===== src/sv/sli_pkg.sv =====
// ----------------------------------------------------------------------------
// sli_pkg
// Shared types and codes for the sorted list insert/delete block.
// ----------------------------------------------------------------------------
package sli_pkg;

  localparam int CapacityDef = 16;

  localparam logic CMD_INSERT = 1'b0;
  localparam logic CMD_DELETE = 1'b1;

  localparam logic [2:0] ST_INSERTED  = 3'd0;
  localparam logic [2:0] ST_DELETED   = 3'd1;
  localparam logic [2:0] ST_NOT_FOUND = 3'd2;
  localparam logic [2:0] ST_FULL      = 3'd3;
  localparam logic [2:0] ST_EMPTY     = 3'd4;

  typedef struct packed {
    logic       command;
    logic [7:0] value;
  } sli_cmd_t;

  typedef struct packed {
    logic [2:0] status;
    logic [4:0] entry_count;
    logic [7:0] smallest_value;
  } sli_res_t;

  typedef struct packed {
    logic       ins_en;
    logic       del_en;
    logic [7:0] value;
  } sli_ctl_t;

endpackage


===== src/sv/sli_cell.sv =====
// ----------------------------------------------------------------------------
// sli_cell
// One list slot: holds an entry and its valid bit, compares against the
// command value and shifts right on insert or left on delete.
// ----------------------------------------------------------------------------
module sli_cell
  import sli_pkg::*;
(
  input  logic       clk_i,
  input  logic       rst_ni,
  input  sli_ctl_t   ctl_i,
  input  logic       left_gt_i,
  input  logic [7:0] left_data_i,
  input  logic       left_valid_i,
  input  logic [7:0] right_data_i,
  input  logic       right_valid_i,
  output logic [7:0] data_o,
  output logic       valid_o,
  output logic       gt_o,
  output logic       eq_o
);

  logic [7:0] data_q, data_d;
  logic       valid_q, valid_d;
  logic       lt;

  assign gt_o    = valid_q && (ctl_i.value > data_q);
  assign eq_o    = valid_q && (ctl_i.value == data_q);
  assign lt      = valid_q && (data_q < ctl_i.value);
  assign data_o  = data_q;
  assign valid_o = valid_q;

  always_comb begin
    data_d  = data_q;
    valid_d = valid_q;
    if (ctl_i.ins_en && !gt_o) begin
      if (left_gt_i) begin
        data_d  = ctl_i.value;
        valid_d = 1'b1;
      end else begin
        data_d  = left_data_i;
        valid_d = left_valid_i;
      end
    end else if (ctl_i.del_en && !lt) begin
      data_d  = right_data_i;
      valid_d = right_valid_i;
    end
  end

  always_ff @(posedge clk_i or negedge rst_ni) begin
    if (!rst_ni) begin
      valid_q <= 1'b0;
    end else begin
      valid_q <= valid_d;
    end
  end

  always_ff @(posedge clk_i) begin
    data_q <= data_d;
  end

endmodule


===== src/sv/sorted_list_insert_delete.sv =====
// ----------------------------------------------------------------------------
// sorted_list_insert_delete
// Ascending sorted byte list held in a chain of compare-and-shift cells.
//
//   channel   handshake              payload
//   command   start / busy           cmd_i   (command, value)
//   result    res_strobe_o           res_o   (status, entry_count, smallest)
//
// All cells compare and shift in parallel at the accepting edge, and the
// result is shown in the following cycle.
// busy stays low, so a command may be given in every cycle.
// Reset clears every valid bit and the count; entries need no clearing.
// The result strobe lasts one cycle and the receiver cannot stall it.
// ----------------------------------------------------------------------------
module sorted_list_insert_delete
  import sli_pkg::*;
#(
  parameter int CAPACITY = CapacityDef
) (
  input  logic     clk_i,
  input  logic     rst_ni,
  input  logic     start,
  output logic     busy,
  input  sli_cmd_t cmd_i,
  output logic     res_strobe_o,
  output sli_res_t res_o
);

  localparam int CW = $clog2(CAPACITY + 1);

  logic [CW-1:0] count_q, count_d;
  logic [2:0]    status_q, status_d;
  logic          strobe_q;
  logic          accept, found, empty, full;
  sli_ctl_t      ctl;

  logic [CAPACITY-1:0]      valid_v, gt_v, eq_v;
  logic [CAPACITY-1:0][7:0] data_v;
  logic [CW+4:0]            count_ext;

  assign busy   = 1'b0;
  assign accept = start && !busy;
  assign found  = |eq_v;
  assign empty  = (count_q == '0);
  assign full   = (count_q == CW'(CAPACITY));

  always_comb begin
    ctl.value  = cmd_i.value;
    ctl.ins_en = accept && (cmd_i.command == CMD_INSERT) && !full;
    ctl.del_en = accept && (cmd_i.command == CMD_DELETE) && found;
  end

  always_comb begin
    count_d  = count_q;
    status_d = status_q;
    if (accept) begin
      if (cmd_i.command == CMD_INSERT) begin
        if (full) begin
          status_d = ST_FULL;
        end else begin
          status_d = ST_INSERTED;
          count_d  = count_q + CW'(1);
        end
      end else if (empty) begin
        status_d = ST_EMPTY;
      end else if (found) begin
        status_d = ST_DELETED;
        count_d  = count_q - CW'(1);
      end else begin
        status_d = ST_NOT_FOUND;
      end
    end
  end

  for (genvar i = 0; i < CAPACITY; i++) begin : g_cell
    logic       l_gt, l_valid, r_valid;
    logic [7:0] l_data, r_data;
    if (i == 0) begin : g_head
      assign l_gt    = 1'b1;
      assign l_data  = cmd_i.value;
      assign l_valid = 1'b1;
    end else begin : g_body
      assign l_gt    = gt_v[i-1];
      assign l_data  = data_v[i-1];
      assign l_valid = valid_v[i-1];
    end
    if (i == CAPACITY - 1) begin : g_tail
      assign r_data  = 8'd0;
      assign r_valid = 1'b0;
    end else begin : g_next
      assign r_data  = data_v[i+1];
      assign r_valid = valid_v[i+1];
    end
    sli_cell u_cell (
      .clk_i        (clk_i),
      .rst_ni       (rst_ni),
      .ctl_i        (ctl),
      .left_gt_i    (l_gt),
      .left_data_i  (l_data),
      .left_valid_i (l_valid),
      .right_data_i (r_data),
      .right_valid_i(r_valid),
      .data_o       (data_v[i]),
      .valid_o      (valid_v[i]),
      .gt_o         (gt_v[i]),
      .eq_o         (eq_v[i])
    );
  end

  always_ff @(posedge clk_i or negedge rst_ni) begin
    if (!rst_ni) begin
      count_q  <= '0;
      strobe_q <= 1'b0;
    end else begin
      count_q  <= count_d;
      strobe_q <= accept;
    end
  end

  always_ff @(posedge clk_i) begin
    status_q <= status_d;
  end

  assign count_ext = {5'd0, count_q};

  assign res_strobe_o         = strobe_q;
  assign res_o.status         = status_q;
  assign res_o.entry_count    = count_ext[4:0];
  assign res_o.smallest_value = valid_v[0] ? data_v[0] : 8'd0;

  a_strobe_follows: assert property (@(posedge clk_i) disable iff (!rst_ni)
    accept |=> res_strobe_o)
    else $error("result strobe missing after accepted beat");

  a_no_spurious: assert property (@(posedge clk_i) disable iff (!rst_ni)
    !accept |=> !res_strobe_o)
    else $error("result strobe without accepted beat");

  a_valid_count: assert property (@(posedge clk_i) disable iff (!rst_ni)
    $countones(valid_v) == int'(count_q))
    else $error("valid bits disagree with entry count");

  a_insert_grows: assert property (@(posedge clk_i) disable iff (!rst_ni)
    (res_strobe_o && res_o.status == ST_INSERTED) |->
      count_q == $past(count_q) + CW'(1))
    else $error("insert did not advance count");

endmodule


===== config.mk =====
export PLATFORM = sky130hd
export DESIGN_NAME = sorted_list_insert_delete
export DESIGN_NICKNAME = d
export VERILOG_FILES = /design/src/sv/sli_pkg.sv /design/src/sv/sli_cell.sv /design/src/sv/sorted_list_insert_delete.sv
export SDC_FILE = /design/constraint.sdc
export NUM_CORES = 1
export LEC_CHECK = 0
export ABC_CLOCK_PERIOD_IN_PS = 3400
export BUFFER_PORTS_ARGS = -buffer_cell sky130_fd_sc_hd__buf_2
export CAP_MARGIN = 20
export CORE_UTILIZATION = 55
export DETAILED_ROUTE_END_ITERATION = 10
export GPL_TIMING_DRIVEN = 0
export HOLD_SLACK_MARGIN = 0.1
export MAX_ROUTING_LAYER = met4
export PLACE_DENSITY = 0.84
export SLEW_MARGIN = 30
export SYNTH_ARGS = -nofsm -noshare
export SYNTH_HDL_FRONTEND = slang
export SYNTH_SLANG_ARGS = --single-unit

===== constraint.sdc =====
create_clock -name clk_i -period 3.4 [get_ports clk_i]
set_clock_uncertainty 0.1 [all_clocks]
set_input_delay 0.34 -clock clk_i [delete_from_list [all_inputs] [get_ports clk_i]]
set_output_delay 0.34 -clock clk_i [all_outputs]
set_load 0.05 [all_outputs]

* Yosys cells after proc, flatten, opt, wreduce, memory -nomap -nowiden
Index checks and enable logic that the tools add are counted.
Word-level totals: bits in registers 153, input port bits 12, logic and storage cells 329
Cells by class: add/subtract/negate cells 2, order comparisons 32, eq/ne operators 20, muxes and demuxes 103, bitwise operators 1, reductions and logical operators 136
Operators with widths (count):
- $mux W8 | 48
- $eq A8 B8 Y1 | 16
- $gt A8 B8 Y1 | 16
- $lt A8 B8 Y1 | 16
- $logic_and A1 B1 Y1 | 84
- $mux W1 | 47
- $logic_not A1 Y1 | 33
- $reduce_bool A2 Y1 | 16
- $mux W5 | 4
- $reduce_or A16 Y1 | 1
- $mux W3 | 2
- $add A5 B1 Y5 const B | 1
- $eq A5 B5 Y1 const B | 1
- $logic_not A5 Y1 | 1
- $sub A5 B1 Y5 const B | 1
- $mux W2 | 2
- $ne A2 B2 Y1 const B | 2
- $reduce_and A4 Y1 | 1
- $ne A2 B1 Y1 const B | 1
- $not A1 Y1 | 1

* Longest topological paths before layout
word-level depth 7, depth in mapped cells 12

* Hierarchy
A second synthesis with hierarchy kept.
Unflattened totals: cells, all modules 1090, area, all modules 12485.7 um^2
Modules (own cells, without submodules):
- sli_cell at g_cell[0].u_cell ... | instances 15, cells each 64, area an instance 739.5 um^2, sequential area each 265.3 um^2
- sli_cell at g_cell[14].u_cell | instances 1, cells each 65, area an instance 726.9 um^2, sequential area each 265.3 um^2
- sorted_list_insert_delete | instances 1, cells each 65, area an instance 666.9 um^2, sequential area each 240.2 um^2

* Worst setup path after synthesis
Ideal clock, no wire load.
path kind input port to flip-flop, start in cmd_i[5] (netlist bit), end reg g_cell[9].u_cell.data_q[1], data pin, library setup time 0.260 ns, data arrival time 2.943 ns, data required time 3.040 ns, path slack 0.097 ns, cell stages on the path 11, path through clkbuf_1 -> clkbuf_1 -> inv_1 -> ha_1 -> a21o_1 -> a21oi_1 -> o21ai_0 -> nor2_1 -> clkbuf_1 -> mux2_2 -> mux2_2
On the way: word-level cells in the longest chain between the ends 5, elaborated cells on any way between the ends 8
Ends and longest elaborated chain:
- start, declared | RTL line sorted_list_insert_delete.sv:24 | input sli_cmd_t cmd_i,
- $gt A8 B8 Y1 | RTL line sli_cell.sv:27 | assign gt_o = valid_q && (ctl_i.value > data_q);
- $logic_and A1 B1 Y1 | RTL line sli_cell.sv:27
- $logic_not A1 Y1 | RTL line sli_cell.sv:36 | if (ctl_i.ins_en && !gt_o) begin
- $logic_and A1 B1 Y1 | RTL line sli_cell.sv:36
- $mux W8 (*) | RTL line sli_cell.sv:36
- net g_cell[9].u_cell.data_d[1] | RTL line sli_cell.sv:23 | logic [7:0] data_q, data_d;
- end signal, assigned | RTL line sli_cell.sv:59 | data_q <= data_d;
- end, declared | RTL line sli_cell.sv:23
The timed path passes the listed nets; every way through them passes the cells marked *. A chain may end at the register's enable or synchronous reset.

* Final worst setup path
start in cmd_i[5] (netlist bit), end reg g_cell[12].u_cell.data_q[3] (enable)
On the way: word-level cells in the longest chain between the ends 6, elaborated cells on any way between the ends 43
Ends and longest elaborated chain:
- $eq A8 B8 Y1 | RTL line sli_cell.sv:28 | assign eq_o = valid_q && (ctl_i.value == data_q);
- $logic_and A1 B1 Y1 | RTL line sli_cell.sv:28
- $reduce_or A16 Y1 | RTL line sorted_list_insert_delete.sv:43 | assign found = |eq_v;
- $logic_and A1 B1 Y1 | RTL line sorted_list_insert_delete.sv:50 | ctl.del_en = accept && (cmd_i.command == CMD_DELETE) && found;
- $logic_and A1 B1 Y1 | RTL line sli_cell.sv:44 | end else if (ctl_i.del_en && !lt) begin
- $reduce_bool A2 Y1 (no line) (*)
- end signal, assigned | RTL line sli_cell.sv:59
- end, declared | RTL line sli_cell.sv:23
Every way passes the cells marked *; elsewhere a longest branch is shown, timed or not.

==> metrics.txt <==
setup tns final=0 ps; fin. max-slew vios=0; antenna violations before repair=0; Ys Warns=0; largest net degree at the start of global routing=24; min cycle time layout=3340 ps; Max VDD drop=about 0.43 mV; vias in the first global route=10.0k; Via Count=around 10k; Final Hold Vio Count=0; Synth Flop Type=edfxtp_1; fin nets=between 1k and 1.5k; Max Freq=approximately 300 MHz; WS Path Type=input pin to register; die area=0.0215 mm^2; Clock Tree Buf Depth=2; Clock Tree Root=clkbuf_16; total gr overflow=0; gp weighted congestion=1.01; die span in y=147 um; Ports=30; H-Tree Level Count=4; Core Area=0.0204 mm^2; DP Area=0.0120 mm^2; clk_lat worst skew=440 ps; DIE WIDTH=147 um; Tcrit/Tclk final=98.2%; Cell Area, Synth=between 0.01 and 0.015 mm^2; crit path capture type=register; met1 usage=a little under half; first-pass GRT wire length=56.9 mm; worst path required time=3470 ps; Design Power=approximately 0.0082 W; post-synth top area cell=edfxtp_1; diode count=0; max cap viols=0; Worst Hold Class=input pin to register; total clock buffers created by CTS=17; outcome=finished clean; Iter 0 DRT Violations=approximately 1.3k; most frequent cells in the layout=ha_1 (131), edfxtp_1 (131), nand2_1 (126), mux2i_1 (116), o21ai_0 (77); number of synthesized register bits=153; RSZ-0062 raised after global routing=no; hold_ws=between 100 and 150 ps; CP most frequent cell=buf_4; Critical-path top delay cell=ha_1; synthesized area per cell=between 10 and 15 um^2; most used routing layer=met2; largest stage delay on the critical path=330 ps; PD cells=623 mW/mm^2; fraction of layout cells with a size suffix above 1=slightly below 20%; GR Layer Usage met2=53.7%; Detail Placement HPWL=about 25 mm; Post-synth EDFFs=131; DRC=0; Clock transition at path regs=~60 ps; vias per cell=6.81; Slew HR=43.4%; Async S/R FF share, synth=14.4%; area grow syn2layout=14.0%; startpoint types=input pin; critical path fanouts, max=10; Port Buf Inserts=21; Worst Path Arrival=about 3400 ps; Synthesized Nets=~1.3k; DRT antenna net count=0; Rows=52; ranking of synthesized cells by area=edfxtp_1 (34%), ha_1 (14%), mux2i_1 (10%); cell-by-cell trace of the critical path=buf_2 -> clkbuf_8 -> clkinvlp_4 -> buf_4 -> buf_4 -> ha_1 -> nand4_1 -> nor3_1 -> nor4_2 -> nand4_1 -> buf_4 -> o21ai_4 -> buf_8 -> nor2_2; post-synth top area share=34.1%; Leak Pwr=5.41 nW; Slew @ Worst Pin=848 ps; CTS Sinks=153; DRT Wirelength=37.5 mm; met3 Usage GRT=about 7.8%; Post-Layout Inst Area=0.0131 mm^2; Cells after Synth=1133; Global Route Usage Sum=36.3%; Netlist cell types=between 50 and 60; sequential area share after synthesis=38.9%; initial core utilization=56.6%; drt first pass iters=6; TritonCTS clock tree=built; drt wl/cell=roughly 25 um; final setup fails=0
-- worst paths after layout --
path	startpoint	endpoint	slack (ps)	cells after the start
hold reg to reg	g_cell[15].u_cell.data_o[2]	g_cell[14].u_cell.data_o[2]	480	2
hold / removal	start	res_strobe_o	110	1
setup reg to reg	g_cell[9].u_cell.data_o[5]	g_cell[12].u_cell.data_o[3]	440	9
min in group asynchronous	rst_ni	g_cell[15].u_cell.valid_o	360	2
setup / recovery	cmd_i[5]	g_cell[12].u_cell.data_o[3]	60	14
max in group asynchronous	rst_ni	g_cell[2].u_cell.valid_o	2430	2
-- sequential cells by signal, summed over array words and instances, names as in the netlist --
name and cells:
g_cell.u_cell.valid_o 16, count_q 5, status_q 3, res_strobe_o 1, g_cell.u_cell.data_o 128
-- kinds of logic after synthesis --
family	share of synthesized area (%)
flops	38.9
other cells	0.0325
xor+xnor	0.228
buf+inv	4.17
simple gates	12.4
mux	15.1
compound gates	14.8
fa+ha+maj	14.4
-- layer usage --
layer	share of wire (%)	wire (um)	vias to the layer above
li1	-	-	4416
met4	7.0	2620	0
met1	37	14000	4752
met5	0	0	-
met3	12	4530	225
met2	44	16400	777
-- cells in the mapped netlist (21+ instances only) --
master and number:
edfxtp_1 131, ha_1 131, nand2_1 126, mux2i_1 116
o21ai_0 77, a21oi_1 54, nor2_1 54, mux2_2 51
inv_1 42, a211o_1 28, clkbuf_1 28, dfrtp_1 22
nand4_1 22, nor2b_1 22, o21ai_1 22, buf_2 21
-- power breakdown --
part           leakage [nW]  switching, W  internal (W)
registers              1.50      0.000484       0.00255
clock network         0.285      0.000879       0.00110
logic                  3.63       0.00190       0.00128
-- area by class of cell --
| cell class | instances | area (um^2) |
|---|---|---|
| buffer | 67 | 404 |
| clock buffer | 17 | 425 |
| clock inverter | 15 | 165 |
| fill | 1510 | 7230 |
| inverter | 43 | 188 |
| multi-input combinational | 870 | 6730 |
| sequential | 153 | 4480 |
| tap | 270 | 338 |
| timing repair buffer | 58 | 398 |
-- critical path, delay by kind of cell --
| kind | cells | cell delay [ps] |
|---|---|---|
| buf+inv | 7 | 1560 |
| simple gates | 5 | 830 |
| fa+ha+maj | 1 | 330 |
| compound gates | 1 | 320 |
-- metrics by stage --
step	setup slack, ps	util (%)	cells
final	60.4	64.5	1493
after global routing	13.2	64.5	1493
after CTS	4.96	63.9	1491
after detailed placement	-2520	58.8	1424
after global placement	-2480	58.8	1424
after floorplan	97.3	-	1133
-- what timing repair did --
item / 4_1_cts / 5_1_grt
hold buffers: 1 / 0
setup buffers: 34 / 2
gates resized for setup: 57 / 35
endpoints found under the hold margin: 22 / 0
pin swaps: 2 / 2
endpoints found under the setup margin: 279 / 213
No activity file was read; power rests on OpenSTA's default activity.
